[config.mk]
export PLATFORM = sky130hd
export DESIGN_NAME = bxavg_position
export DESIGN_NICKNAME = d
export VERILOG_FILES = /design/src/hw/rtl/bxavg_pkg.sv /design/src/hw/rtl/bxavg_position.sv
export SDC_FILE = /design/constraint.sdc
export NUM_CORES = 1
export LEC_CHECK = 0
export ABC_CLOCK_PERIOD_IN_PS = 7800
export CELL_PAD_IN_SITES_DETAIL_PLACEMENT = 1
export CELL_PAD_IN_SITES_GLOBAL_PLACEMENT = 2
export CORE_MARGIN = 3
export CORE_UTILIZATION = 38
export CTS_BUF_LIST = sky130_fd_sc_hd__clkbuf_8
export CTS_CLUSTER_DIAMETER = 200
export DETAILED_ROUTE_END_ITERATION = 10
export DONT_BUFFER_PORTS = 1
export GPL_TIMING_DRIVEN = 0
export PLACE_DENSITY_LB_ADDON = 0.1
export SKIP_CTS_REPAIR_TIMING = 1
export SYNTH_ARGS = -nofsm -noshare
export SYNTH_HDL_FRONTEND = slang
export SYNTH_SLANG_ARGS = --single-unit
[constraint.sdc]
create_clock -name clk -period 7.8 [get_ports clk]
set_clock_uncertainty 0.2 [all_clocks]
set_input_delay 0.78 -clock clk [delete_from_list [all_inputs] [get_ports clk]]
set_output_delay 0.78 -clock clk [all_outputs]
set_load 0.03 [all_outputs]
[src/hw/rtl/bxavg_pkg.sv]
// Shared constants, types and tables of the box average downsampler.
package bxavg_pkg;

  localparam int SAMPLE_W      = 16;
  localparam int FRAC_W        = 16;
  localparam int RECIP_W       = 17;

  localparam int MAX_WIDTH_DEF = 1024;
  localparam int MAX_LEVEL_DEF = 8;
  localparam int LEVEL_LIMIT   = 16;

  localparam int LEVEL_CFG_W   = 4;
  localparam int WIDTH_CFG_W   = 11;
  localparam int HEIGHT_CFG_W  = 13;
  localparam int CHAN_CFG_W    = 9;
  localparam int CFG_DATA_W    = 13;
  localparam int CFG_INDEX_W   = 2;

  localparam int HEIGHT_LIMIT  = 4096;
  localparam int CHANNEL_LIMIT = 256;
  localparam int ROW_W         = 12;
  localparam int CHAN_W        = 8;

  localparam int RESET_LEVEL   = 2;
  localparam int RESET_WIDTH   = 1024;
  localparam int RESET_HEIGHT  = 512;
  localparam int RESET_CHANS   = 128;

  typedef enum logic [CFG_INDEX_W-1:0] {
    REG_LEVEL         = 2'd0,
    REG_MAP_WIDTH     = 2'd1,
    REG_MAP_HEIGHT    = 2'd2,
    REG_CHANNEL_COUNT = 2'd3
  } cfg_reg_t;

  // per-word block status handed from position tracking to the accumulator
  typedef struct packed {
    logic first;  // start a new block sum
    logic emit;   // word completes a result
    logic wr;     // word belongs to a whole block, update column sum
    logic done;   // result is the last of the map
  } blk_flags_t;

  // round(65536 / level^2); levels 0 and 1 pass the word through
  localparam logic [RECIP_W-1:0] RECIP_TABLE [0:LEVEL_LIMIT] = '{
    17'd65536, 17'd65536, 17'd16384, 17'd7282, 17'd4096, 17'd2621,
    17'd1820,  17'd1337,  17'd1024,  17'd809,  17'd655,  17'd542,
    17'd455,   17'd388,   17'd334,   17'd291,  17'd256
  };

endpackage

[src/hw/rtl/bxavg_position.sv]
// Map position counters and per-word block classification.
module bxavg_position #(
  parameter int MAX_WIDTH = bxavg_pkg::MAX_WIDTH_DEF,
  parameter int MAX_LEVEL = bxavg_pkg::MAX_LEVEL_DEF,
  localparam int LW  = $clog2(MAX_LEVEL + 1),
  localparam int WEW = $clog2(MAX_WIDTH + 1),
  localparam int AW  = $clog2(MAX_WIDTH / 2)
) (
  input  logic                               clk,
  input  logic                               rst,
  input  logic                               clear,
  input  logic                               step,
  input  logic [LW-1:0]                      lv,
  input  logic [WEW-1:0]                     width,
  input  logic [bxavg_pkg::HEIGHT_CFG_W-1:0] height,
  input  logic [bxavg_pkg::CHAN_CFG_W-1:0]   chans,
  output logic [AW-1:0]                      addr,
  output bxavg_pkg::blk_flags_t              flags
);

  localparam int DW  = $clog2(MAX_LEVEL);
  localparam int CW  = $clog2(MAX_WIDTH);
  localparam int CSW = WEW + 2;
  localparam int RSW = bxavg_pkg::HEIGHT_CFG_W + 1;

  logic [CW-1:0]                 col_pos;
  logic [CW-1:0]                 col_start;
  logic [bxavg_pkg::ROW_W-1:0]   row_pos;
  logic [bxavg_pkg::ROW_W-1:0]   row_start;
  logic [bxavg_pkg::CHAN_W-1:0]  chan_pos;
  logic [DW-1:0]                 dx;
  logic [DW-1:0]                 dy;
  logic [AW-1:0]                 bx;

  logic pass, dx_last, dy_last, col_end, row_end, chan_end;
  logic col_whole, col_lastb, row_whole, row_lastb;
  logic [CSW-1:0] col_lv;
  logic [RSW-1:0] row_lv;

  always_comb begin
    pass     = lv < LW'(2);
    dx_last  = LW'(dx) == lv - LW'(1);
    dy_last  = LW'(dy) == lv - LW'(1);
    col_end  = WEW'(col_pos) == width - WEW'(1);
    row_end  = bxavg_pkg::HEIGHT_CFG_W'(row_pos) == height - bxavg_pkg::HEIGHT_CFG_W'(1);
    chan_end = bxavg_pkg::CHAN_CFG_W'(chan_pos) == chans - bxavg_pkg::CHAN_CFG_W'(1);

    col_lv    = CSW'(lv);
    row_lv    = RSW'(lv);
    col_whole = CSW'(col_start) + col_lv <= CSW'(width);
    col_lastb = CSW'(col_start) + (col_lv << 1) > CSW'(width);
    row_whole = RSW'(row_start) + row_lv <= RSW'(height);
    row_lastb = RSW'(row_start) + (row_lv << 1) > RSW'(height);

    addr        = bx;
    flags.wr    = !pass && col_whole && row_whole;
    flags.first = pass || (dx == '0 && dy == '0);
    flags.emit  = pass || (flags.wr && dx_last && dy_last);
    flags.done  = chan_end && (pass ? (row_end && col_end) : (row_lastb && col_lastb));
  end

  always_ff @(posedge clk) begin
    if (rst || clear) begin
      col_pos   <= '0;
      col_start <= '0;
      row_pos   <= '0;
      row_start <= '0;
      chan_pos  <= '0;
      dx        <= '0;
      dy        <= '0;
      bx        <= '0;
    end else if (step) begin
      if (col_end) begin
        col_pos   <= '0;
        col_start <= '0;
        dx        <= '0;
        bx        <= '0;
        if (row_end) begin
          row_pos   <= '0;
          row_start <= '0;
          dy        <= '0;
          chan_pos  <= chan_end ? '0 : chan_pos + 1'b1;
        end else begin
          row_pos <= row_pos + 1'b1;
          if (dy_last) begin
            dy        <= '0;
            row_start <= bxavg_pkg::ROW_W'(row_start + row_lv);
          end else begin
            dy <= dy + 1'b1;
          end
        end
      end else begin
        col_pos <= col_pos + 1'b1;
        if (dx_last) begin
          dx        <= '0;
          bx        <= bx + 1'b1;
          col_start <= CW'(col_start + col_lv);
        end else begin
          dx <= dx + 1'b1;
        end
      end
    end
  end

endmodule

; ---- Word level (Yosys, flattened, before mapping)
; Cells that the tools add are included.
[word_totals]
regBits = 67
output_inout_bits = 13
[op_classes]
n_lt_le_gt_ge = 5
n_eq_ne = 5
addsub = 14
reduce_logical = 20
n_mux = 14
[ops]
columns = operator, n
row1 = 2-to-1 mux 12 bit, 3
row2 = 2-to-1 mux 10 bit, 3
row3 = 2-to-1 mux 9 bit, 2
row4 = <= comparator 14 x 13 -> 1 bit, 1
row5 = adder 12 x 4 -> 13 bit, 1
row6 = adder 12 x 5 -> 13 bit, 1
row7 = == test 12 x 13 -> 1 bit, 1
row8 = > comparator 13 bit, 1
row9 = <= comparator 13 x 11 -> 1 bit, 1
row10 = subtractor 13 x 1 -> 13 bit (second input constant), 1
row11 = adder 12 x 1 -> 12 bit (second input constant), 1
row12 = 2-to-1 mux 3 bit, 4
row13 = adder 10 x 4 -> 11 bit, 1
row14 = adder 10 x 5 -> 11 bit, 1
row15 = == test 10 x 11 -> 1 bit, 1
row16 = > comparator 11 bit, 1
row17 = subtractor 11 x 1 -> 11 bit (second input constant), 1
row18 = adder 10 x 1 -> 10 bit (second input constant), 1
row19 = adder 9 x 1 -> 9 bit (second input constant), 1
row20 = == test 8 x 9 -> 1 bit, 1
row21 = subtractor 9 x 1 -> 9 bit (second input constant), 1
row22 = adder 8 x 1 -> 8 bit (second input constant), 1
row23 = == test 3 x 4 -> 1 bit, 2
row24 = logical AND 1 bit, 8
row25 = other kinds (11), 18

; ---- Logic depth before layout (Yosys ltp)
; Gate-level depths: netlist of run 1.
[depth]
depth_word = 7
ltp_mapped = 17

; ---- Worst setup path after synthesis of run 1
; OpenSTA, ideal clock, no wires.
[synth_path]
kind = input to output
start = input lv[0]
end = output flags[2] in the netlist's numbering
arrival_ps = 4383
required_time_ps = 6820
slack_ps = 2437
cell_stages = 16
cell_sequence = ha_1 inv_1 fa_1 nor2b_1 o21ai_0 nand2b_1 nand3_1 nor2_1 xor2_1 ha_1 a21o_1 a21o_1 a21o_1 or4b_2 a22o_1 o21ai_0
[synth_rtl]
columns = item, line
row1 = from (decl), bxavg_position.sv:13  ; input logic [LW-1:0] lv,
row2 = to (decl), bxavg_position.sv:18  ; output bxavg_pkg::blk_flags_t flags

==> out/results.ini, run 1 <==
[synth]
yosysMostFrequentCell = ha_1
syn_inst = 768
synth_warnings = 0
avgSynthCellArea_um2 = 8.07
synth_area_leader_cell = dfxtp_1
async_flop_share_pct = 0
synth_area_mm2 = 0.00620
synthFlopType = dfxtp_1
netlist_top_cells_count = ha_1 (76), nor2_1 (71), dfxtp_1 (67)
synthDominantCellAreaShare_pct = 21.6
synth_cell_types = 66
synthTopCellsByArea = dfxtp_1 (22%), ha_1 (15%), xnor2_1 (8.1%), xor2_1 (6.1%), nor2_1 (4.3%)
syn_nets = 889
synth-edff-count = 0
synth-seq-area-share_pct = 21.6
synth-seq-cells = 67

[sta]
rsz0062_at_grt = false
min_period_ps = 6000
setup_viol_count_final = 0
tightest_slew_ps = 1090
hold_slack_ps = 307
period_share_pct = 76.9
clock.fmax_ghz = 0.167
relSlewSlack_pct = 26.4
hold_violations = 0
slew_viol_final = 0
finalSetupTns_ps = 0

[global_route]
grt_pass1_wl_um = 30200
overflow = 0
grt_start_max_net_pins = 13
grt_pass1_vias = 5946
antenna_found_initial = 0
grt_usage_pct = 20.8

[worst_setup_path]
r2r_slack_ps = 4550
crit_fanout = 8
cp-end-kind = output pin
r2r_cells = 8
slowest_stage = o21ai_0
r2r_start = row_pos[11]
crit_start = lv[0]
crit_top_cell = a21o_1
rr_endpoint = row_pos[3]
start_kind = input port
endpoint = flags[2]
critPathKind = input port to output pin
max_stage_delay_ps = 870
cp.arrival_ps = 5020
crit_chain = ha_1, inv_1, fa_1, nor2b_1, o21ai_0, nand2b_1, nand3_1, nor2_1, xor2_1, ha_1, a21o_1, a21o_1, a21o_1, or4b_2, a22o_1, o21ai_0
worst_ep_required_time_ps = 6820

[clock_network]
cts.sink_count = 67
cts_tree = yes
numCtsBuffers = 9
clkTransAtPathRegs_ps = 70
cts_root_buffer = clkbuf_8
htree_levels = 3
clk-insertion-delay-late_ps = 370
cts_buffer_depth = 2

[placed_design]
hpwl_um = 15100
post_dp_cell_area_mm2 = 0.00647
portBuffers = 0
place_congestion = 0.783

[min_path]
hp-class = flop to flop
hold_depth = 2

[routing]
drt-total-wl_um = 18400
drc = 0
drt_pass1_iterations = 5
wl_per_cell_um = 18.4
vias = 5603
met2_length_um = 8830
route.met3.wl_um = 612
ant_nets = 0
viasPerCell = 5.60
top_layer = met4
wl_met1_um = 8770
drt_iter0_drc = 192

[outcome]
status = finished, final reports clean

[final_layout]
synthToLayoutAreaGrowth_pct = 7.08
num_antenna_cells = 0
drive_above_1_share_pct = 5.48
multi_input_area_mm2 = 0.00458
fillers = 1956
final_core_util_pct = 41.6
regArea_mm2 = 0.00134
nNetsFinal = 900
final_area_mm2 = 0.00664

[floorplanning]
die_h_um = 134
core_mm2 = 0.0159
rows = 46
die_area_mm2 = 0.0179
die_w_um = 134
start_util_pct = 38.9
num_io_pins = 54

[run]
drv_cap = 0

[power]
powerDensity_mw_per_mm2 = 109
ir_worst_vdd_uv = 63.3
p_leak_uw = 0.00276

how the worst min path moves through the flow:
stage | slack (ps) | start | to
after floorplan | 270 | chan_pos[3] | chan_pos[3]
after global placement | 290 | chan_pos[1] | chan_pos[1]
after detailed placement | 300 | chan_pos[1] | chan_pos[1]
after CTS | 310 | chan_pos[1] | chan_pos[1]
after global routing | 340 | chan_pos[1] | chan_pos[1]
final | 310 | chan_pos[1] | chan_pos[1]
registers in the layout, indices dropped and copies added, names as in the netlist:
signal / flops
row_start: 12
dx: 3
row_pos: 12
dy: 3
addr: 9
chan_pos: 8
col_pos: 10
col_start: 10
final cells by class:
cell class / instances / area share (%)
Multi-Input combinational cell: 629 / 69.0
Sequential cell: 67 / 20.2
Tap cell: 216 / 4.07
Inverter: 47 / 2.66
Clock buffer: 9 / 1.87
Buffer: 25 / 1.49
Clock inverter: 7 / 0.678
per-layer routing:
layer	up-vias	track usage [%]
met2	84	36.0
li1	2768	-
met5	-	0
met3	15	3.59
met4	0	4.46
met1	2736	27.1
critical path: cells and delay by family:
family | cells | cell delay, ps
compound gates | 6 | 1800
simple gates | 5 | 1310
fa+ha+maj | 3 | 830
buf+inv | 1 | 50
xor+xnor | 1 | 230
power by group:
group	switching [uW]	internal [uW]	leakage (uW)	total, uW
Combinational	66.2	45.3	0.00213	112
Clock	152	114	0.0000887	266
Sequential	1.58	343	0.000540	344
metrics by stage:
step           std cells  total power (uW)  worst slack [ps]
4_1_cts             1000               736              1780
5_1_grt             1000               764              1560
6_report            1000               721              1800
3_3_place_gp         984               458              1900
3_5_place_dp         984               464              1810
2_1_floorplan        768               436              2440
layout by cell type (no fill, tap or decap), types with 19 or more instances in the layout:
master	synthesis	final
ha_1	76	76
nand2_1	54	54
o21ai_0	38	38
dfxtp_1	67	67
a21oi_1	32	32
clkbuf_1	20	20
xor2_1	43	43
nor2_1	71	71
nor2b_1	20	20
nand4_1	24	24
nand3_1	24	24
inv_1	47	47
nor3_1	19	19
xnor2_1	57	57
kinds of logic (layout without fill, tap and decap cells):
logic type                 Yosys count  after routing  share of synthesized area [%]
AOI/OAI and AO/OA                  151            151                           17.2
xor gates and xnor gates           100            100                           14.1
adders and majority gates           80             80                           16.6
buffers and inverters               72             88                           4.44
DFF                                 67             67                           21.6
muxes                                4              4                          0.646
and+or+nand+nor                    294            294                           25.4
Note: power is estimated with default switching activity, not from simulation.
==> run 2, diff against run 1 <==
ABC_CLOCK_PERIOD_IN_PS = 5700   (was 7800)
clock period = 5.7 ns   (was 7.8 ns; I/O delays follow)
==> out/results.ini, run 2 (synthesis results as in run 1) <==
[worst_setup_path]
critPathKind = flop to output pin
rr_endpoint = row_pos[3]
worst_ep_required_time_ps = 4930
slowest_stage = or4b_2
crit_chain = ha_1, inv_1, fa_1, nor2b_1, o21ai_0, nand2b_1, nand3_1, nor2_1, xor2_1, ha_1, a21o_1, a21o_1, a21o_1, or4b_2, a22o_1, o21ai_2
r2r_start = row_pos[11]
r2r_cells = 8
r2r_slack_ps = 2450
crit_fanout = 4
crit_top_cell = a21o_1
crit_start = col_start[0]
max_stage_delay_ps = 640
endpoint = flags[2]
start_kind = flop
cp-end-kind = output pin
cp.arrival_ps = 4560

[power]
p_leak_uw = 0.00276
powerDensity_mw_per_mm2 = 149
fin_total_pwr_uw = 987
ir_worst_vdd_uv = 86.0

[run]
drv_cap = 0

[placed_design]
preCtsSetupSlack_ps = 132
portBuffers = 0
hpwl_um = 15100
post_dp_cell_area_mm2 = 0.00647
place_congestion = 0.783

[routing]
ant_nets = 0
drt-total-wl_um = 18400
drt_pass1_iterations = 4
drt_iter0_drc = 196
wl_per_cell_um = 18.4
viasPerCell = 5.60
vias = 5601
drc = 0

[sta]
clock.fmax_ghz = 0.188
setup_slack_ps = 368
min_period_ps = 5330
hold_violations = 0
relSlewSlack_pct = 26.4
slew_viol_final = 0
period_share_pct = 93.5
finalSetupTns_ps = 0
rsz0062_at_grt = false
tightest_slew_ps = 1090
setup_viol_count_final = 0

[final_layout]
largestRegisters = row_pos: 12 flops, row_start: 12 flops
synthToLayoutAreaGrowth_pct = 7.18
num_antenna_cells = 0
final_common_cell = ha_1
final_core_util_pct = 41.7
fillers = 1956
nNetsFinal = 900
drive_above_1_share_pct = 5.74
final_area_mm2 = 0.00665
final_cell_mix = ha_1 (76), nor2_1 (71), dfxtp_1 (67)

[clock_network]
htree_levels = 3
cts_buffer_depth = 2
cts.sink_count = 67
cts_tree = yes
clkTransAtPathRegs_ps = 80
clk-insertion-delay-late_ps = 370
cts_root_buffer = clkbuf_8
numCtsBuffers = 9

[global_route]
grt_util_met1_pct = 27.1
overflow = 0
met2_usage_pct = 36.0
top_usage_layer = met2
grt_start_max_net_pins = 13
antenna_found_initial = 0
met3_usage_pct = 3.59
grt_pass1_vias = 5946
grt_pass1_wl_um = 30200
grt_usage_pct = 20.8

[outcome]
status = finished, final reports clean

[floorplanning]
die_w_um = 134
die_h_um = 134
die_area_mm2 = 0.0179
core_mm2 = 0.0159
rows = 46
num_io_pins = 54
start_util_pct = 38.9

[min_path]
hp-class = input port to flop
hold_depth = 2

run 2: cell counts in the layout (fill, tap and decap cells not counted):
Identical to the previous run, type by type.
run 2: routing by layer:
layer | wire (um) | vias to the layer above
met3 | 580 | 16
li1 | - | 2768
met5 | 0 | -
met2 | 8830 | 81
met4 | 159 | 0
met1 | 8820 | 2736
run 2: worst min path at each step:
stage           startpoint      endpoint
2_1_floorplan  chan_pos[3]   chan_pos[3]
3_3_place_gp   chan_pos[1]   chan_pos[1]
3_5_place_dp   chan_pos[1]   chan_pos[1]
4_1_cts               step    col_pos[1]
5_1_grt              lv[0]  row_start[0]
6_report             lv[0]  row_start[0]
run 2: worst max-delay path, delay by kind of cell, from the launching register on:
kind	cells	cell delay [ps]
and+or+nand+nor	5	1310
AOI/OAI and AO/OA	6	1360
adders and majority gates	3	860
DFF	1	370
buffers and inverters	1	50
xor gates and xnor gates	1	230
run 2: final cells by class:
cell class,count,area (um^2),area share (%)
flip-flops and latches,67,1340,20.2
well taps,216,270,4.07
plain buffers,25,98.8,1.49
multi-input cells,629,4590,69.1
clock buffers,9,124,1.86
clock inverters,7,45.0,0.678
inverters,47,176,2.65
run 2: metrics by stage:
stage / hold WS [ps] / instances
finish: 292 / 1000
global route: 285 / 1000
CTS: 270 / 1000
detailed placement: 298 / 984
global placement: 291 / 984
floorplan: 269 / 768
run 2: report_power, final:
group          switching (uW)  internal (uW)  leakage (uW)  total, uW
Clock                     207            156     0.0000887        363
Combinational            90.9           62.1       0.00213        153
Sequential               2.15            469      0.000540        471
Total                     300            687       0.00276        987
==> run 3, diff against run 2 <==
==> constraint.sdc (replaced) <==
create_clock -name clk -period 5.7 [get_ports clk]
set_clock_uncertainty 0.2 [all_clocks]
set_input_delay 0.285 -clock clk [delete_from_list [all_inputs] [get_ports clk]]
set_output_delay 0.285 -clock clk [all_outputs]
set_load 0.03 [all_outputs]
==> out/results.ini, run 3 (synthesis results as in run 1) <==
[outcome]
status = finished, final reports clean

[clock_network]
cts_tree = yes
clkTransAtPathRegs_ps = 80
cts_root_buffer = clkbuf_8
numCtsBuffers = 9
cts.sink_count = 67
cts_buffer_depth = 2
clk-insertion-delay-late_ps = 370
htree_levels = 3

[routing]
vias = 5637
drt_iter0_drc = 196
drt-total-wl_um = 18500
wl_per_cell_um = 18.4
drc = 0
viasPerCell = 5.63
drt_pass1_iterations = 4
ant_nets = 0

[final_layout]
nNetsFinal = 901
num_antenna_cells = 0
final_common_cell = ha_1
final_area_mm2 = 0.00665
largestRegisters = row_pos: 12 flops, row_start: 12 flops
drive_above_1_share_pct = 5.48
final_cell_mix = ha_1 (76), nor2_1 (71), dfxtp_1 (67)
synthToLayoutAreaGrowth_pct = 7.24

[worst_setup_path]
r2r_slack_ps = 2450
crit_start = col_start[0]
r2r_start = row_pos[11]
slowest_stage = or4b_2
critPathKind = flop to output pin
worst_ep_required_time_ps = 5220
crit_top_cell = a21o_1
max_stage_delay_ps = 640
crit_fanout = 4
r2r_cells = 8
rr_endpoint = row_pos[3]
cp.arrival_ps = 4720
cp-end-kind = output pin
start_kind = flop
crit_chain = ha_1, inv_1, fa_1, nor2b_1, o21ai_0, nand2b_1, nand3_1, nor2_1, xor2_1, ha_1, a21o_1, a21o_1, a21o_1, or4b_2, a22o_1, o21ai_1
endpoint = flags[2]

[floorplanning]
core_mm2 = 0.0159
num_io_pins = 54
start_util_pct = 38.9
die_h_um = 134
die_area_mm2 = 0.0179
die_w_um = 134
rows = 46

[sta]
finalSetupTns_ps = 0
clock.fmax_ghz = 0.192
hold_violations = 0
period_share_pct = 91.3
setup_viol_count_final = 0
tightest_slew_ps = 1090
rsz0062_at_grt = false
relSlewSlack_pct = 26.4
min_period_ps = 5200
slew_viol_final = 0

[power]
power_switching_uw = 300
powerDensity_mw_per_mm2 = 148
seqPwrFrac_pct = 47.7
p_leak_uw = 0.00276
sw_frac_of_total_pct = 30.4
p_comb_share_pct = 15.6
clkPwrFrac_pct = 36.7
ir_worst_vdd_uv = 85.9
internal_power_uw = 687

[placed_design]
place_congestion = 0.783
portBuffers = 0
hpwl_um = 15100
post_dp_cell_area_mm2 = 0.00647

[global_route]
grt_pass1_vias = 5946
antenna_found_initial = 0
grt_usage_pct = 20.8
overflow = 0
grt_pass1_wl_um = 30200
grt_start_max_net_pins = 13

[run]
drv_cap = 0

[min_path]
hp-class = input port to flop

-- run 3: cell count changes in the layout (fill, tap and decap cells not counted) --
cell,change
o21ai_1,+1
o21ai_2,-1
nor2b_2,-1
dlygate4sd3_1,+1
nor2b_1,+1
-- run 3: layer usage --
metal  up-vias  global-route usage [%]  wire length (um)
li1       2769                       -                 -
met1      2757                    27.1              8800
met2        93                    36.0              8870
met3        18                    3.59               609
met4         0                    4.46               170
met5         -                       0                 0
-- run 3: layout make-up --
| cell class | instances | area (um^2) |
|---|---|---|
| fillers | 1955 | 9290 |
| flip-flops and latches | 67 | 1340 |
| well taps | 216 | 270 |
| plain buffers | 25 | 98.8 |
| clock buffers | 9 | 124 |
| repair buffers | 1 | 10.0 |
| multi-input cells | 629 | 4580 |
| inverters | 47 | 176 |
| clock inverters | 7 | 45.0 |
-- run 3: worst min path at each step --
stage,startpoint,to,depth (start not counted)
2_1_floorplan,chan_pos[3],chan_pos[3],2
3_3_place_gp,chan_pos[1],chan_pos[1],2
3_5_place_dp,chan_pos[1],chan_pos[1],2
4_1_cts,step,col_pos[1],3
5_1_grt,step,col_pos[1],3
6_report,step,col_pos[1],3
-- run 3: through the flow --
step                total power, uW  setup WS (ps)  util (%)  cells  hold slack, ps
finish                          987            498      41.7   1001            6.90
global route                   1050            248      41.7   1001            27.4
CTS                            1010            179      41.6   1000           -15.2
detailed placement              635            620      40.6    984             298
global placement                627            705      40.6    984             291
floorplan                       597           1270         -    768             269
-- run 3: critical path, delay by kind of cell (launching register included) --
family	cells	cell delay (ps)
fa+ha+maj	3	860
xor+xnor	1	230
buf+inv	1	50
compound gates	6	1520
flops	1	370
simple gates	5	1310
-- run 3: power by group through the flow --
stage	Sequential, uW	Clock, uW	Combinational (uW)
after detailed placement	482	0	153
final	471	363	154
after CTS	471	382	154
after global routing	471	402	174
after global placement	482	0	145
after floorplan	482	0	116
