<file path="src/hw/rtl/bxavg_pkg.sv">
// Shared constants, types and tables of the box average downsampler.
package bxavg_pkg;

  localparam int SAMPLE_W      = 16;
  localparam int FRAC_W        = 16;
  localparam int RECIP_W       = 17;

  localparam int MAX_WIDTH_DEF = 1024;
  localparam int MAX_LEVEL_DEF = 8;
  localparam int LEVEL_LIMIT   = 16;

  localparam int LEVEL_CFG_W   = 4;
  localparam int WIDTH_CFG_W   = 11;
  localparam int HEIGHT_CFG_W  = 13;
  localparam int CHAN_CFG_W    = 9;
  localparam int CFG_DATA_W    = 13;
  localparam int CFG_INDEX_W   = 2;

  localparam int HEIGHT_LIMIT  = 4096;
  localparam int CHANNEL_LIMIT = 256;
  localparam int ROW_W         = 12;
  localparam int CHAN_W        = 8;

  localparam int RESET_LEVEL   = 2;
  localparam int RESET_WIDTH   = 1024;
  localparam int RESET_HEIGHT  = 512;
  localparam int RESET_CHANS   = 128;

  typedef enum logic [CFG_INDEX_W-1:0] {
    REG_LEVEL         = 2'd0,
    REG_MAP_WIDTH     = 2'd1,
    REG_MAP_HEIGHT    = 2'd2,
    REG_CHANNEL_COUNT = 2'd3
  } cfg_reg_t;

  // per-word block status handed from position tracking to the accumulator
  typedef struct packed {
    logic first;  // start a new block sum
    logic emit;   // word completes a result
    logic wr;     // word belongs to a whole block, update column sum
    logic done;   // result is the last of the map
  } blk_flags_t;

  // round(65536 / level^2); levels 0 and 1 pass the word through
  localparam logic [RECIP_W-1:0] RECIP_TABLE [0:LEVEL_LIMIT] = '{
    17'd65536, 17'd65536, 17'd16384, 17'd7282, 17'd4096, 17'd2621,
    17'd1820,  17'd1337,  17'd1024,  17'd809,  17'd655,  17'd542,
    17'd455,   17'd388,   17'd334,   17'd291,  17'd256
  };

endpackage

</file>
<file path="src/hw/rtl/bxavg_out_if.sv">
// Output channel: one pooled value and end-of-map mark per word.
interface bxavg_out_if;
  logic                                valid;
  logic                                ready;
  logic signed [bxavg_pkg::SAMPLE_W-1:0] pooled;
  logic                                map_done;

  modport source (output valid, output pooled, output map_done, input ready);
  modport sink   (input valid, input pooled, input map_done, output ready);
endinterface

</file>
<file path="src/hw/rtl/bxavg_scale.sv">
// Reciprocal multiply, rounding and saturation to the output register.
module bxavg_scale #(
  parameter int SUM_W = bxavg_pkg::SAMPLE_W + 6
) (
  input  logic                                clk,
  input  logic                                rst,
  input  logic                                sum_valid,
  output logic                                sum_ready,
  input  logic signed [SUM_W-1:0]             sum,
  input  logic                                sum_done,
  input  logic [bxavg_pkg::RECIP_W-1:0]       recip,
  bxavg_out_if.source                         out_ch
);

  localparam int PW = SUM_W + bxavg_pkg::RECIP_W + 1;
  localparam int SW = bxavg_pkg::SAMPLE_W;
  localparam logic signed [PW-1:0] HALF  = PW'(1) <<< (bxavg_pkg::FRAC_W - 1);
  localparam logic signed [PW-1:0] MAX_V = PW'((1 << (SW - 1)) - 1);
  localparam logic signed [PW-1:0] MIN_V = -PW'(1 << (SW - 1));

  logic                    p_valid;
  logic signed [PW-1:0]    prod;
  logic                    p_done;

  logic                    o_ready;
  logic                    p_ready;
  logic signed [PW-1:0]    prod_next;
  logic signed [PW-1:0]    rounded;
  logic signed [SW-1:0]    pooled_next;

  always_comb begin
    o_ready   = !out_ch.valid || out_ch.ready;
    p_ready   = !p_valid || o_ready;
    sum_ready = p_ready;
    prod_next = PW'(sum) * $signed(PW'(recip));
    rounded   = (prod + HALF) >>> bxavg_pkg::FRAC_W;
    if (rounded > MAX_V) begin
      pooled_next = SW'(MAX_V);
    end else if (rounded < MIN_V) begin
      pooled_next = SW'(MIN_V);
    end else begin
      pooled_next = SW'(rounded);
    end
  end

  always_ff @(posedge clk) begin
    if (sum_valid && p_ready) begin
      prod   <= prod_next;
      p_done <= sum_done;
    end
    if (p_valid && o_ready) begin
      out_ch.pooled   <= pooled_next;
      out_ch.map_done <= p_done;
    end
  end

  always_ff @(posedge clk) begin
    if (rst) begin
      p_valid      <= 1'b0;
      out_ch.valid <= 1'b0;
    end else begin
      if (p_ready) begin
        p_valid <= sum_valid;
      end
      if (o_ready) begin
        out_ch.valid <= p_valid;
      end
    end
  end

endmodule

</file>
<file path="src/flat_wrapper.sv">
// flat-port wrapper written by rule: the top's interface ports become plain ports
module bxavg_scale_flat 
#(
  parameter int SUM_W = bxavg_pkg::SAMPLE_W + 6
)
  (clk, rst, sum_valid, sum_ready, sum, sum_done, recip, out_ch_valid, out_ch_pooled, out_ch_map_done, out_ch_ready);
  bxavg_out_if out_ch_i ();
  input  logic clk;
  input  logic rst;
  input  logic sum_valid;
  output logic sum_ready;
  input  logic signed [SUM_W-1:0] sum;
  input  logic sum_done;
  input  logic [bxavg_pkg::RECIP_W-1:0] recip;
  output wire logic [$bits(out_ch_i.valid)-1:0] out_ch_valid;
  output wire logic [$bits(out_ch_i.pooled)-1:0] out_ch_pooled;
  output wire logic [$bits(out_ch_i.map_done)-1:0] out_ch_map_done;
  input wire logic [$bits(out_ch_i.ready)-1:0] out_ch_ready;
  assign out_ch_valid = out_ch_i.valid;
  assign out_ch_pooled = out_ch_i.pooled;
  assign out_ch_map_done = out_ch_i.map_done;
  assign out_ch_i.ready = out_ch_ready;
  bxavg_scale #(.SUM_W(SUM_W)) u_core (.clk(clk), .rst(rst), .sum_valid(sum_valid), .sum_ready(sum_ready), .sum(sum), .sum_done(sum_done), .recip(recip), .out_ch(out_ch_i));
endmodule
</file>
<file path="config.mk">
export PLATFORM = sky130hd
export DESIGN_NAME = bxavg_scale_flat
export DESIGN_NICKNAME = d
export VERILOG_FILES = /design/src/hw/rtl/bxavg_pkg.sv /design/src/hw/rtl/bxavg_out_if.sv /design/src/hw/rtl/bxavg_scale.sv /design/src/flat_wrapper.sv
export SDC_FILE = /design/constraint.sdc
export NUM_CORES = 1
export LEC_CHECK = 0
export BUFFER_PORTS_ARGS = -buffer_cell sky130_fd_sc_hd__buf_2
export CORE_UTILIZATION = 50
export CTS_BUF_LIST = sky130_fd_sc_hd__clkbuf_8
export DETAILED_ROUTE_END_ITERATION = 6
export PLACE_DENSITY = 0.74
export SLEW_MARGIN = 5
export SYNTH_ARGS = -nofsm -noshare
export SYNTH_HDL_FRONTEND = slang
export SYNTH_SLANG_ARGS = --single-unit
</file>
<file path="constraint.sdc">
create_clock -name clk -period 6.2 [get_ports clk]
set_input_delay 0.62 -clock clk [delete_from_list [all_inputs] [get_ports clk]]
set_output_delay 0.62 -clock clk [all_outputs]
set_load 0.05 [all_outputs]
</file>
## After elaboration in Yosys (flattened, before gate mapping)

Index checks and enable logic that the tools add are counted.

| storage, ports and cells | value |
|---|---|
| register bits after elaboration | 60 |
| latch bits | 0 |
| memory bits (writable) | 0 |
| ROM bits | 0 |
| input port bits | 44 |
| output and inout port bits | 19 |
| memories | 0 |

| operators by class | value |
|---|---|
| add/sub/neg operators | 1 |
| $mul | 1 |
| div/mod/pow operators | 0 |
| magnitude comparators | 2 |
| equal/unequal tests | 0 |
| shift-type cells | 0 |
| mux-type cells | 1 |
| bitwise gates (word level) | 0 |
| reductions and logical operators | 6 |

Operator list:

| operator | number |
|---|---|
| $add A40 B17 Y40 const B | 1 |
| $mul A22 B18 Y40 | 1 |
| $gt A24 B16 Y1 const B | 1 |
| $lt A24 B16 Y1 const B | 1 |
| $mux W16 | 1 |
| $logic_and A1 B1 Y1 | 2 |
| $logic_not A1 Y1 | 2 |
| $logic_or A1 B1 Y1 | 2 |

## Logic depth before layout (Yosys ltp)

Gate-level depths: netlist of the first run.

| logic depth | value |
|---|---|
| depth after elaboration | 4 |
| mapped depth | 23 |
| mapped depth without buffers | 22 |

## Worst setup path before layout of the first run

No wires, ideal clock.

| timing | value |
|---|---|
| kind | input to register |
| start point | input sum[21] |
| end point | register u_core.prod[35] (data pin) |
| data arrival time | 6.089 ns |
| slack | -0.147 ns |
| cell stages on the path | 21 |
| cell sequence | clkbuf_1 -> clkbuf_1 -> nand2_1 -> fa_1 -> fa_1 -> inv_1 -> fa_1 -> fa_1 -> fa_1 -> inv_1 -> fa_1 -> inv_1 -> ha_1 -> a21oi_1 -> o211ai_1 -> a311oi_1 -> and3_1 -> nor2_1 -> a41o_1 -> a31oi_1 -> xnor2_1 |

| between the ends | value |
|---|---|
| longest elaborated chain between the ends | 1 |

RTL lines:

| what | line | text |
|---|---|---|
| from (decl) | flat_wrapper.sv:12 | `input logic signed [SUM_W-1:0] sum;` |
| $mul A22 B18 Y40 | bxavg_scale.sv:35 | `prod_next = PW'(sum) * $signed(PW'(recip));` |
| net u_core.prod_next[35] | bxavg_scale.sv:27 | `logic signed [PW-1:0] prod_next;` |
| to (signal assigned) | bxavg_scale.sv:48 | `prod <= prod_next;` |
| to (decl) | bxavg_scale.sv:22 | `logic signed [PW-1:0] prod;` |

The timed path passes the listed nets, and every way through them passes these cells.
A chain may end at the register's enable or synchronous reset.

## Final worst setup path of the first run

| timing | value |
|---|---|
| start point | input sum[16] |
| end point | register u_core.prod[37] (data pin) |

Same word-level chain as after synthesis.

==> results of run 1 <==
-- through the flow --
step | cell area [um^2] | util, % | hold WS, ns | instances | setup WS (ns)
after global placement | 17200 | 57.6 | 0.406 | 2170 | -0.339
after global routing | 17500 | 58.7 | 0.457 | 2179 | -0.0528
after floorplan | 15300 | - | 0.400 | 1609 | 0.00442
final | 17500 | 58.7 | 0.437 | 2179 | 0.135
after detailed placement | 17200 | 57.6 | 0.418 | 2170 | -0.405
after CTS | 17300 | 58.0 | 0.440 | 2178 | 0.0436
-- sequential cells by signal (all words and copies together), names as in the netlist --
signal / flops
u_core.prod: 25
u_core.out_ch.pooled: 16
u_core.out_ch.map_done: 1
u_core.out_ch.valid: 1
u_core.p_done: 1
u_core.p_valid: 1
-- layout make-up --
cell class | instances | share of cell area (%)
well taps | 390 | 2.79
multi-input cells | 1060 | 69.1
clock inverters | 3 | 0.122
inverters | 441 | 9.46
repair buffers | 235 | 10.5
flip-flops and latches | 45 | 7.61
clock buffers | 5 | 0.393
-- layer usage --
metal	routed length, um	GRT usage [%]	up-vias
li1	-	-	5040
met1	13900	30.0	5685
met2	18800	45.8	293
met3	1620	2.22	103
met4	1450	9.48	0
met5	0	0	-
-- synth_stat cells, types with 3 or more instances --
| master | number |
|---|---|
| sky130_fd_sc_hd__a21o_1 | 16 |
| sky130_fd_sc_hd__edfxtp_1 | 43 |
| sky130_fd_sc_hd__o21bai_1 | 3 |
| sky130_fd_sc_hd__nand4_1 | 7 |
| sky130_fd_sc_hd__and2_1 | 176 |
| sky130_fd_sc_hd__clkbuf_1 | 59 |
| sky130_fd_sc_hd__nand2_1 | 210 |
| sky130_fd_sc_hd__and3_1 | 13 |
| sky130_fd_sc_hd__a31oi_1 | 4 |
| sky130_fd_sc_hd__xor2_1 | 23 |
| sky130_fd_sc_hd__nand3_1 | 14 |
| sky130_fd_sc_hd__a21oi_1 | 22 |
| sky130_fd_sc_hd__nor2b_1 | 3 |
| sky130_fd_sc_hd__o21ai_2 | 10 |
| sky130_fd_sc_hd__xnor2_1 | 23 |
| sky130_fd_sc_hd__and4_1 | 5 |
| sky130_fd_sc_hd__ha_1 | 96 |
| sky130_fd_sc_hd__nor2_1 | 15 |
| sky130_fd_sc_hd__inv_1 | 441 |
| sky130_fd_sc_hd__o211ai_1 | 3 |
| sky130_fd_sc_hd__o21ai_0 | 14 |
| sky130_fd_sc_hd__a211oi_1 | 3 |
| sky130_fd_sc_hd__fa_1 | 369 |
-- kinds of logic (layout without fill, tap and decap cells) --
kind of cell | after synthesis | count (layout)
compound gates | 94 | 94
mux | 1 | 1
flops | 45 | 45
xor+xnor | 47 | 47
fa+ha+maj | 465 | 465
simple gates | 453 | 453
buf+inv | 504 | 684
-- how the worst max path moves through the flow --
stage                         from                   endpoint  slack (ns)  cells after the start
after global routing      recip[5]  u_core.prod[37]$_DFFE_PP_       -0.05                     21
final                      sum[16]  u_core.prod[37]$_DFFE_PP_        0.14                     21
after CTS                   sum[5]  u_core.prod[39]$_DFFE_PP_        0.04                     23
after floorplan            sum[21]  u_core.prod[35]$_DFFE_PP_       0.004                     21
after global placement    recip[9]  u_core.prod[39]$_DFFE_PP_       -0.34                     21
after detailed placement  recip[9]  u_core.prod[39]$_DFFE_PP_       -0.41                     21
-- timing repair --
item,4_1_cts,5_1_grt
resized for setup,5,78
setup buffers,0,1
pin swaps,1,35
setup endpoints to repair,5,14
==> metrics.txt, run 1 <==
# TYPE chip_impl_metric gauge
chip_impl_info{name="min-delay-path-class",value="flip-flop to flip-flop"} 1
chip_impl_metric{name="yosysWarningCount",unit=""} 0
chip_impl_info{name="critical_path.startpoint_type",value="input pin"} 1
chip_impl_metric{name="finalWirelength",unit="mm"} 35.7
chip_impl_metric{name="numClockSinks",unit=""} 45
chip_impl_metric{name="hold_viol_final",unit=""} 0
chip_impl_metric{name="required",unit="ns"} 6.25
chip_impl_metric{name="finalSetupViolations",unit=""} 0
chip_impl_info{name="synth_top_family_by_area",value="adder cells"} 1
chip_impl_metric{name="start_util",unit="%"} 51.1
chip_impl_metric{name="tritoncts.num_buffers",unit=""} 5
chip_impl_metric{name="ctsLongestPathBuffers",unit=""} 2
chip_impl_metric{name="yosys.area.top_type_share",unit="%"} 48.5
chip_impl_info{name="synth_top_cells_by_area",value="sky130_fd_sc_hd__fa_1, sky130_fd_sc_hd__inv_1, sky130_fd_sc_hd__edfxtp_1"} 1
chip_impl_info{name="tritoncts",value="done"} 1
chip_impl_metric{name="synth-async-reset-ratio",unit="%"} 0
chip_impl_metric{name="firstDrtPassIters",unit=""} 5
chip_impl_metric{name="antenna_found_initial",unit=""} 0
chip_impl_info{name="timing.setup.critical_path_class",value="input pin to flip-flop"} 1
chip_impl_metric{name="setup_tns",unit="ns"} 0
chip_impl_metric{name="die-area",unit="um^2"} 31100
chip_impl_metric{name="grt_first_pass_wirelength",unit="mm"} 60.6
chip_impl_info{name="leading_cell_type_in_the_layout_fill_and_taps_excluded",value="sky130_fd_sc_hd__inv_1"} 1
chip_impl_metric{name="n_antenna_cell",unit=""} 0
chip_impl_metric{name="syn-num-nets",unit=""} 2118
chip_impl_metric{name="multiplexer_share_of_the_synthesized_area",unit="%"} 0.0658
chip_impl_metric{name="period_minus_slack",unit="ns"} 6.06
chip_impl_info{name="end_kind",value="flip-flop"} 1
chip_impl_metric{name="cap_violations",unit=""} 0
chip_impl_metric{name="yosys.area_share.simple",unit="%"} 15.1
chip_impl_metric{name="cp_slowest_stage_delay",unit="ns"} 0.57
chip_impl_metric{name="register_area",unit="um^2"} 1330
chip_impl_metric{name="synth_enable_flop_cells",unit=""} 43
chip_impl_info{name="status",value="finished clean"} 1
chip_impl_metric{name="multi_input_area",unit="um^2"} 12100
chip_impl_info{name="min_delay_worst_endpoint",value="u_core.out_ch.map_done$_DFFE_PP_"} 1
chip_impl_metric{name="layout_worst_path_cycle_share",unit="%"} 97.8
chip_impl_info{name="timing.rr.start",value="u_core.prod[17]$_DFFE_PP_"} 1
chip_impl_metric{name="dieWidth",unit="um"} 176
chip_impl_metric{name="crit_fanout",unit=""} 13
chip_impl_metric{name="slew_at_the_pin_closest_to_its_max_slew_limit",unit="ns"} 1.13
chip_impl_metric{name="yosys.area_share.adder",unit="%"} 56.4
chip_impl_metric{name="numPortBuffers",unit=""} 62
chip_impl_info{name="cpMaxStageDelayCell",value="sky130_fd_sc_hd__fa_1"} 1
chip_impl_metric{name="core_area",unit="um^2"} 29800
chip_impl_metric{name="cts_hold_buffers",unit=""} 0
chip_impl_info{name="reg2reg_to",value="u_core.out_ch.pooled[4]$_SDFFCE_PN1P_"} 1
chip_impl_metric{name="grt_max_degree",unit=""} 27
chip_impl_metric{name="final_layout_size_suffix_gt1_share",unit="%"} 16.4
chip_impl_metric{name="clkSlewWorstSetupHoldPaths",unit="ns"} 0.09
chip_impl_metric{name="whs_path_depth",unit=""} 0
chip_impl_info{name="layout.cells.most_common_list",value="sky130_fd_sc_hd__inv_1, sky130_fd_sc_hd__fa_1, sky130_fd_sc_hd__nand2_1"} 1
chip_impl_metric{name="yosys_register_bits",unit=""} 45
chip_impl_metric{name="ios",unit=""} 63
chip_impl_metric{name="rows",unit=""} 63
chip_impl_metric{name="synth_xor_area_share",unit="%"} 2.75
chip_impl_metric{name="grt_overflow",unit=""} 0
chip_impl_metric{name="final_max_slew_viol_count",unit=""} 0
chip_impl_metric{name="routed_wire_length_per_instance",unit="um"} 16.4
chip_impl_info{name="cts.root.buffer_cell",value="sky130_fd_sc_hd__clkbuf_8"} 1
chip_impl_info{name="post-synth-top-area-cell",value="sky130_fd_sc_hd__fa_1"} 1
chip_impl_metric{name="avg_synthesized_cell_area",unit="um^2"} 9.46
chip_impl_metric{name="synth.yosys.seq_area_share",unit="%"} 8.75
chip_impl_metric{name="drcViolationCount",unit=""} 0
chip_impl_metric{name="first_iteration_detailed_routing_drc_count",unit=""} 500
chip_impl_info{name="synth_ff_type",value="sky130_fd_sc_hd__edfxtp_1"} 1
chip_impl_info{name="cp_cell_sequence",value="buf_2 > buf_4 > and2_1 > fa_1 > inv_1 > fa_1 > fa_1 > inv_1 > fa_1 > fa_1 > inv_1 > fa_1 > inv_1 > ha_1 > a21o_1 > a311oi_1 > and3_4 > nor4b_4 > o31a_1 > nor2_1 > xnor2_1"} 1
chip_impl_metric{name="synth_compound_area_share",unit="%"} 4.27
chip_impl_metric{name="area_grow_syn2layout",unit="%"} 15.0
chip_impl_metric{name="groute.usage.overall",unit="%"} 24.9
chip_impl_info{name="startpoint_of_the_most_critical_hold_path",value="u_core.p_done$_DFFE_PP_"} 1
chip_impl_metric{name="syn-cell-area",unit="um^2"} 15200
chip_impl_metric{name="max_freq",unit="GHz"} 0.165
chip_impl_info{name="cp_top_family",value="adder cells"} 1
chip_impl_metric{name="die_h",unit="um"} 176
chip_impl_metric{name="vias_per_cell",unit=""} 5.10
chip_impl_metric{name="critPathArrivalTime",unit="ns"} 6.11
chip_impl_metric{name="dp_hpwl",unit="mm"} 31.6
chip_impl_metric{name="finalWeightedCongestion",unit=""} 0.896
chip_impl_metric{name="postSynthCellCount",unit=""} 1609
chip_impl_metric{name="drt.antenna.violating_nets",unit=""} 0
chip_impl_metric{name="grt_pass1_vias",unit=""} 12600
chip_impl_metric{name="setup.reg_to_reg.worst_slack",unit="ns"} 3.47
chip_impl_metric{name="worst-path-buf-inv",unit=""} 6
chip_impl_metric{name="fill_cells",unit=""} 2527
chip_impl_metric{name="dr_total_vias",unit=""} 11100
chip_impl_metric{name="slew_headroom",unit="%"} 24.8
chip_impl_metric{name="synth_cell_type_count",unit=""} 56
chip_impl_metric{name="layout.nets",unit=""} 2297
chip_impl_info{name="crit_path_frequent_cell",value="sky130_fd_sc_hd__fa_1"} 1
chip_impl_metric{name="h_tree_depth",unit=""} 2
chip_impl_metric{name="worst-r2r-cell-count",unit=""} 8
chip_impl_metric{name="finalClockSkew",unit="ns"} 0.00997
chip_impl_metric{name="clock_insertion_delay_worst_skew",unit="ns"} 0.30
Power of run 1 is not shown: default switching activity piles up to over one toggle a cycle in this logic, so the estimate is an artifact.
==> run 2: changes to the inputs <==
--- a/config.mk
+++ b/config.mk
@@ -7,7 +7,7 @@
 export LEC_CHECK = 0
 export BUFFER_PORTS_ARGS = -buffer_cell sky130_fd_sc_hd__buf_2
 export CORE_UTILIZATION = 50
-export CTS_BUF_LIST = sky130_fd_sc_hd__clkbuf_8
+export CTS_BUF_LIST = sky130_fd_sc_hd__clkbuf_4
 export DETAILED_ROUTE_END_ITERATION = 6
 export PLACE_DENSITY = 0.74
 export SLEW_MARGIN = 5
==> metrics.txt, run 2 (synthesis gave the netlist of run 1 again) <==
# TYPE chip_impl_metric gauge
chip_impl_info{name="status",value="finished clean"} 1
chip_impl_metric{name="rows",unit=""} 63
chip_impl_metric{name="antenna_found_initial",unit=""} 0
chip_impl_metric{name="n_antenna_cell",unit=""} 0
chip_impl_info{name="startpoint_of_the_most_critical_hold_path",value="rst"} 1
chip_impl_metric{name="worst-r2r-cell-count",unit=""} 8
chip_impl_metric{name="fill_cells",unit=""} 2548
chip_impl_metric{name="ctsLongestPathBuffers",unit=""} 2
chip_impl_metric{name="die_h",unit="um"} 176
chip_impl_metric{name="cts_post_setup_buffers_inserted",unit=""} 0
chip_impl_metric{name="cap_violations",unit=""} 0
chip_impl_info{name="min-delay-path-class",value="input pin to flip-flop"} 1
chip_impl_metric{name="final_max_slew_viol_count",unit=""} 0
chip_impl_metric{name="required",unit="ns"} 6.32
chip_impl_metric{name="worst-path-buf-inv",unit=""} 6
chip_impl_metric{name="final.setup.worst_slack",unit="ns"} 0.136
chip_impl_info{name="leading_cell_type_in_the_layout_fill_and_taps_excluded",value="sky130_fd_sc_hd__inv_1"} 1
chip_impl_metric{name="grt_pass1_vias",unit=""} 12600
chip_impl_metric{name="grt_overflow",unit=""} 0
chip_impl_metric{name="numPortBuffers",unit=""} 62
chip_impl_metric{name="finalWirelength",unit="mm"} 35.6
chip_impl_metric{name="slew_at_the_pin_closest_to_its_max_slew_limit",unit="ns"} 1.12
chip_impl_info{name="crit_path_frequent_cell",value="sky130_fd_sc_hd__fa_1"} 1
chip_impl_metric{name="finalClockSkew",unit="ns"} 0.0157
chip_impl_metric{name="layout.nets",unit=""} 2296
chip_impl_metric{name="setup.reg_to_reg.worst_slack",unit="ns"} 3.46
chip_impl_info{name="cts.root.buffer_cell",value="sky130_fd_sc_hd__clkbuf_4"} 1
chip_impl_metric{name="cp_slowest_stage_delay",unit="ns"} 0.61
chip_impl_metric{name="clock_insertion_delay_worst_skew",unit="ns"} 0.36
chip_impl_metric{name="die-area",unit="um^2"} 31100
chip_impl_info{name="largest-register",value="u_core.prod"} 1
chip_impl_metric{name="core_area",unit="um^2"} 29800
chip_impl_metric{name="tritoncts.num_buffers",unit=""} 5
chip_impl_metric{name="firstDrtPassIters",unit=""} 5
chip_impl_metric{name="final_layout_size_suffix_gt1_share",unit="%"} 15.3
chip_impl_info{name="min_delay_worst_endpoint",value="u_core.out_ch.valid$_SDFFE_PP0P_"} 1
chip_impl_info{name="reg2reg_to",value="u_core.out_ch.pooled[4]$_SDFFCE_PN1P_"} 1
chip_impl_metric{name="dp_hpwl",unit="mm"} 31.6
chip_impl_info{name="end_kind",value="flip-flop"} 1
chip_impl_metric{name="numClockSinks",unit=""} 45
chip_impl_metric{name="routed_wire_length_per_instance",unit="um"} 16.3
chip_impl_metric{name="fin_cells",unit=""} 2178
chip_impl_metric{name="max_freq",unit="GHz"} 0.165
chip_impl_info{name="tritoncts",value="done"} 1
chip_impl_metric{name="ios",unit=""} 63
chip_impl_info{name="largest_registers_ranked_by_flip_flop_count",value="u_core.prod (25), u_core.out_ch.pooled (16)"} 1
chip_impl_metric{name="largest_register_ffs",unit=""} 25
chip_impl_info{name="layout.cells.most_common_list",value="sky130_fd_sc_hd__inv_1, sky130_fd_sc_hd__fa_1, sky130_fd_sc_hd__nand2_1"} 1
chip_impl_info{name="critical_path.startpoint_type",value="input pin"} 1
chip_impl_info{name="timing.rr.start",value="u_core.prod[17]$_DFFE_PP_"} 1
chip_impl_metric{name="crit_fanout",unit=""} 13
chip_impl_metric{name="area_grow_syn2layout",unit="%"} 13.8
chip_impl_info{name="timing.setup.critical_path_class",value="input pin to flip-flop"} 1
chip_impl_metric{name="grt_first_pass_wirelength",unit="mm"} 60.5
chip_impl_metric{name="first_iteration_detailed_routing_drc_count",unit=""} 438
chip_impl_metric{name="layout_worst_path_cycle_share",unit="%"} 97.8
chip_impl_metric{name="final_hold_slack",unit="ns"} 0.402
chip_impl_metric{name="grt_max_degree",unit=""} 27
chip_impl_info{name="cp_top_family",value="adder cells"} 1
chip_impl_metric{name="drt.antenna.violating_nets",unit=""} 0
chip_impl_metric{name="start_util",unit="%"} 51.1
chip_impl_metric{name="placement.setup.worst_slack",unit="ns"} -0.405
chip_impl_metric{name="hold_viol_final",unit=""} 0
chip_impl_metric{name="finalWeightedCongestion",unit=""} 0.896
chip_impl_metric{name="finalSetupViolations",unit=""} 0
chip_impl_info{name="cp_cell_sequence",value="clkbuf_4 > buf_4 > buf_12 > nand2_1 > fa_1 > inv_1 > fa_1 > fa_1 > fa_1 > fa_1 > inv_1 > fa_1 > inv_1 > ha_1 > a21o_1 > a311oi_1 > and3_4 > nor4b_4 > o31a_1 > nor2_1 > xnor2_1"} 1
chip_impl_metric{name="whs_path_depth",unit=""} 2
chip_impl_metric{name="vias_per_cell",unit=""} 5.10
chip_impl_metric{name="period_minus_slack",unit="ns"} 6.06
chip_impl_metric{name="dr_total_vias",unit=""} 11100
chip_impl_info{name="cpMaxStageDelayCell",value="sky130_fd_sc_hd__fa_1"} 1
chip_impl_metric{name="groute.usage.overall",unit="%"} 24.8
chip_impl_metric{name="dieWidth",unit="um"} 176
chip_impl_metric{name="slew_headroom",unit="%"} 25.1
chip_impl_metric{name="placedCellCount",unit=""} 2170
chip_impl_metric{name="clkSlewWorstSetupHoldPaths",unit="ns"} 0.14
chip_impl_metric{name="drcViolationCount",unit=""} 0
chip_impl_metric{name="critPathArrivalTime",unit="ns"} 6.18
chip_impl_metric{name="h_tree_depth",unit=""} 2
## run 2: cell count changes in the layout (fill, tap and decap cells not counted), moves of 2 or more
cell	change
sky130_fd_sc_hd__inv_2	-6
sky130_fd_sc_hd__fa_2	-4
sky130_fd_sc_hd__fa_1	+4
sky130_fd_sc_hd__buf_6	-13
sky130_fd_sc_hd__inv_1	+6
sky130_fd_sc_hd__clkbuf_8	-5
sky130_fd_sc_hd__buf_2	+5
sky130_fd_sc_hd__buf_8	-2
sky130_fd_sc_hd__clkbuf_4	+12
sky130_fd_sc_hd__buf_4	+2
sky130_fd_sc_hd__and2_4	-5
sky130_fd_sc_hd__ha_1	+3
sky130_fd_sc_hd__ha_4	-3
sky130_fd_sc_hd__and2_1	+5
## run 2: cell type report
class | instances | area (um^2) | area share [%]
multi-input combinational | 1060 | 12000 | 69.4
timing repair buffer | 234 | 1760 | 10.1
inverter | 441 | 1660 | 9.56
sequential | 45 | 1330 | 7.69
tap | 390 | 488 | 2.82
clock buffer | 5 | 37.5 | 0.217
clock inverter | 3 | 21.3 | 0.123
## run 2: stage by stage
| stage | TNS [ns] | area [um^2] | util (%) |
|---|---|---|---|
| final | 0 | 17300 | 58.1 |
| after global routing | -0.0187 | 17300 | 58.1 |
| after CTS | 0 | 17200 | 57.9 |
| after detailed placement | -3.94 | 17200 | 57.6 |
| after global placement | -2.77 | 17200 | 57.6 |
| after floorplan | 0 | 15300 | - |
## run 2: metal layers
metal	global-route usage, %	part of all wire (%)
met1	30.1	39
met2	45.7	53
met3	2.17	4.3
met4	9.27	4.0
met5	0	0
## run 2: timing repair
item                       4_1_cts  5_1_grt
hold buffers                     0        0
setup endpoints to repair        2       12
pin swaps                        0       10
resized for setup                1       32
## run 2: how the worst max path moves through the flow
stage / startpoint / to / depth (start not counted)
detailed placement: recip[9] / u_core.prod[39]$_DFFE_PP_ / 21
CTS: recip[9] / u_core.prod[39]$_DFFE_PP_ / 21
global route: recip[8] / u_core.prod[37]$_DFFE_PP_ / 21
floorplan: sum[21] / u_core.prod[35]$_DFFE_PP_ / 21
finish: recip[9] / u_core.prod[37]$_DFFE_PP_ / 21
global placement: recip[9] / u_core.prod[39]$_DFFE_PP_ / 21
Power of run 2 is left out for the same reason.
==> run 3: changes to the inputs <==
--- a/config.mk
+++ b/config.mk
@@ -7,9 +7,10 @@
 export LEC_CHECK = 0
 export BUFFER_PORTS_ARGS = -buffer_cell sky130_fd_sc_hd__buf_2
 export CORE_UTILIZATION = 50
-export CTS_BUF_LIST = sky130_fd_sc_hd__clkbuf_4
+export CTS_BUF_LIST = sky130_fd_sc_hd__clkbuf_4 sky130_fd_sc_hd__clkbuf_8 sky130_fd_sc_hd__clkbuf_16
 export DETAILED_ROUTE_END_ITERATION = 6
-export PLACE_DENSITY = 0.74
+export PLACE_DENSITY = 0.72
+export SETUP_SLACK_MARGIN = 0.4
 export SLEW_MARGIN = 5
 export SYNTH_ARGS = -nofsm -noshare
 export SYNTH_HDL_FRONTEND = slang
==> constraint.sdc (replaced) <==
create_clock -name clk -period 5.9 [get_ports clk]
set_input_delay 0.59 -clock clk [delete_from_list [all_inputs] [get_ports clk]]
set_output_delay 0.59 -clock clk [all_outputs]
set_load 0.05 [all_outputs]
==> metrics.txt, run 3 (synthesis gave the netlist of run 1 again) <==
# TYPE chip_impl_metric gauge
chip_impl_metric{name="start_util",unit="%"} 51.1
chip_impl_metric{name="groute.usage.overall",unit="%"} 25.4
chip_impl_metric{name="dr_total_vias",unit=""} 11100
chip_impl_metric{name="met1_capacity_usage_during_global_routing",unit="%"} 30.0
chip_impl_metric{name="hold_viol_final",unit=""} 0
chip_impl_metric{name="crit_fanout",unit=""} 14
chip_impl_info{name="end_kind",value="flip-flop"} 1
chip_impl_metric{name="grt_pass1_vias",unit=""} 12800
chip_impl_metric{name="antenna_found_initial",unit=""} 0
chip_impl_info{name="reg2reg_to",value="u_core.out_ch.pooled[4]$_SDFFCE_PN1P_"} 1
chip_impl_info{name="cpMaxStageDelayCell",value="sky130_fd_sc_hd__fa_1"} 1
chip_impl_metric{name="whs_path_depth",unit=""} 0
chip_impl_metric{name="clock_insertion_delay_worst_skew",unit="ns"} 0.29
chip_impl_metric{name="die-area",unit="um^2"} 31100
chip_impl_info{name="crit_path_frequent_cell",value="sky130_fd_sc_hd__fa_1"} 1
chip_impl_metric{name="h_tree_depth",unit=""} 2
chip_impl_info{name="leading_cell_type_in_the_layout_fill_and_taps_excluded",value="sky130_fd_sc_hd__inv_1"} 1
chip_impl_metric{name="n_antenna_cell",unit=""} 0
chip_impl_metric{name="tritoncts.num_buffers",unit=""} 5
chip_impl_metric{name="fill_cells",unit=""} 2446
chip_impl_metric{name="layout.nets",unit=""} 2312
chip_impl_metric{name="final_max_slew_viol_count",unit=""} 0
chip_impl_info{name="largest_registers_ranked_by_flip_flop_count",value="u_core.prod (25), u_core.out_ch.pooled (16)"} 1
chip_impl_metric{name="drt.antenna.violating_nets",unit=""} 0
chip_impl_info{name="global_route.peak_usage_layer",value="met2"} 1
chip_impl_metric{name="fin_cells",unit=""} 2194
chip_impl_metric{name="ios",unit=""} 63
chip_impl_metric{name="final_layout_size_suffix_gt1_share",unit="%"} 21.9
chip_impl_info{name="layout.cells.most_common_list",value="sky130_fd_sc_hd__inv_1, sky130_fd_sc_hd__fa_1, sky130_fd_sc_hd__nand2_1"} 1
chip_impl_metric{name="ctsLongestPathBuffers",unit=""} 2
chip_impl_metric{name="required",unit="ns"} 5.94
chip_impl_metric{name="drcViolationCount",unit=""} 0
chip_impl_metric{name="max_freq",unit="GHz"} 0.171
chip_impl_info{name="status",value="finished clean"} 1
chip_impl_metric{name="slew_headroom",unit="%"} 23.5
chip_impl_metric{name="critPathArrivalTime",unit="ns"} 5.87
chip_impl_metric{name="final.setup.worst_slack",unit="ns"} 0.0650
chip_impl_metric{name="period_minus_slack",unit="ns"} 5.83
chip_impl_info{name="min_delay_worst_endpoint",value="u_core.out_ch.map_done$_DFFE_PP_"} 1
chip_impl_metric{name="cp_slowest_stage_delay",unit="ns"} 0.55
chip_impl_metric{name="area_grow_syn2layout",unit="%"} 19.7
chip_impl_metric{name="finalSetupViolations",unit=""} 0
chip_impl_info{name="startpoint_of_the_most_critical_hold_path",value="u_core.p_done$_DFFE_PP_"} 1
chip_impl_info{name="timing.setup.critical_path_class",value="input pin to flip-flop"} 1
chip_impl_info{name="tritoncts",value="done"} 1
chip_impl_metric{name="first_iteration_detailed_routing_drc_count",unit=""} 451
chip_impl_metric{name="slew_at_the_pin_closest_to_its_max_slew_limit",unit="ns"} 1.15
chip_impl_metric{name="layout.cell_area.non_filler",unit="um^2"} 18200
chip_impl_metric{name="setup_tns",unit="ns"} 0
chip_impl_metric{name="grt_util_met2",unit="%"} 47.7
chip_impl_metric{name="numClockSinks",unit=""} 45
chip_impl_metric{name="finalWirelength",unit="mm"} 36.5
chip_impl_metric{name="finalWeightedCongestion",unit=""} 0.906
chip_impl_metric{name="grt_first_pass_wirelength",unit="mm"} 61.7
chip_impl_metric{name="largest_register_ffs",unit=""} 25
chip_impl_metric{name="postPlaceCellArea",unit="um^2"} 17400
chip_impl_metric{name="numPortBuffers",unit=""} 62
chip_impl_metric{name="clkSlewWorstSetupHoldPaths",unit="ns"} 0.06
chip_impl_metric{name="vias_per_cell",unit=""} 5.08
chip_impl_metric{name="firstDrtPassIters",unit=""} 5
chip_impl_metric{name="routed_wire_length_per_instance",unit="um"} 16.6
chip_impl_info{name="cp_cell_sequence",value="buf_8 > buf_4 > nand2_4 > inv_1 > fa_1 > inv_2 > fa_1 > fa_1 > inv_2 > fa_1 > fa_1 > inv_1 > fa_1 > inv_2 > ha_4 > a21oi_4 > o211ai_1 > a311oi_1 > and3_4 > buf_4 > o31ai_4 > a21oi_2 > o21bai_1 > xor2_1"} 1
chip_impl_metric{name="dieWidth",unit="um"} 176
chip_impl_metric{name="rows",unit=""} 63
chip_impl_metric{name="finalClockSkew",unit="ns"} 0.00398
chip_impl_info{name="min-delay-path-class",value="flip-flop to flip-flop"} 1
chip_impl_metric{name="setup.reg_to_reg.worst_slack",unit="ns"} 3.12
chip_impl_metric{name="cap_violations",unit=""} 0
chip_impl_info{name="largest-register",value="u_core.prod"} 1
chip_impl_metric{name="grt_overflow",unit=""} 0
chip_impl_info{name="critical_path.startpoint_type",value="input pin"} 1
chip_impl_info{name="cts.root.buffer_cell",value="sky130_fd_sc_hd__clkbuf_16"} 1
chip_impl_metric{name="worst-r2r-cell-count",unit=""} 8
chip_impl_metric{name="dp_hpwl",unit="mm"} 30.9
chip_impl_info{name="timing.rr.start",value="u_core.prod[17]$_DFFE_PP_"} 1
chip_impl_info{name="rsz0062_at_grt",value="true"} 1
chip_impl_metric{name="placement.setup.worst_slack",unit="ns"} -0.379
chip_impl_metric{name="grtUsageMet3",unit="%"} 2.41
chip_impl_metric{name="placedCellCount",unit=""} 2164
chip_impl_metric{name="grt_max_degree",unit=""} 27
chip_impl_metric{name="layout_worst_path_cycle_share",unit="%"} 98.9
chip_impl_metric{name="die_h",unit="um"} 176
chip_impl_metric{name="core_area",unit="um^2"} 29800
run 3: changes by cell type in the layout (fill, tap and decap cells not counted), sizes merged:
cell / before / now
buf: 223 / 246
clkbuf: 16 / 8
bufbuf: 0 / 1
clkinvlp: 1 / 2
inv: 442 / 441
run 3: metal layers:
metal  up-vias  routed length [um]
met5         -                   0
met2       268               19400
met3        92                1440
met4         0                1490
met1      5715               14200
li1       5069                   -
run 3: stage by stage:
| step | utilization (%) | hold slack [ns] |
|---|---|---|
| floorplan | - | 0.400 |
| global placement | 58.3 | 0.406 |
| detailed placement | 58.3 | 0.411 |
| CTS | 60.4 | 0.427 |
| global route | 61.1 | 0.428 |
| finish | 61.1 | 0.431 |
run 3: layout make-up:
type / instances / area (um^2) / share of cell area, %
Clock buffer: 5 / 125 / 0.687
Clock inverter: 3 / 21.3 / 0.117
Inverter: 441 / 1660 / 9.12
Multi-Input combinational cell: 1060 / 12500 / 68.7
Sequential cell: 45 / 1330 / 7.31
Tap cell: 390 / 488 / 2.68
Timing Repair Buffer: 250 / 2080 / 11.4
run 3: worst max-delay path by stage:
| stage | startpoint | endpoint | slack [ns] | cells after the start |
|---|---|---|---|---|
| global placement | recip[5] | u_core.prod[37]$_DFFE_PP_ | -0.30 | 20 |
| floorplan | recip[8] | u_core.prod[37]$_DFFE_PP_ | 0.12 | 21 |
| detailed placement | recip[5] | u_core.prod[38]$_DFFE_PP_ | -0.38 | 20 |
| global route | recip[12] | u_core.prod[38]$_DFFE_PP_ | -0.12 | 21 |
| CTS | recip[4] | u_core.prod[38]$_DFFE_PP_ | 0.09 | 22 |
| finish | recip[3] | u_core.prod[34]$_DFFE_PP_ | 0.07 | 24 |
run 3: worst max-delay path: cells and delay by family:
family | cells | cell delay, ns
adders and majority gates | 7 | 3.32
AOI/OAI and AO/OA | 6 | 0.83
buffers and inverters | 8 | 0.65
and+or+nand+nor | 2 | 0.33
xor gates and xnor gates | 1 | 0.14
run 3: what timing repair did:
item | CTS | global route
resized for setup | 96 | 47
buffers inserted | 15 | 6
setup endpoints to repair | 24 | 24
pin swaps | 32 | 30
cloned | 1 | 0
hold buffers | 0 | 0
Power of run 3 is left out for the same reason.
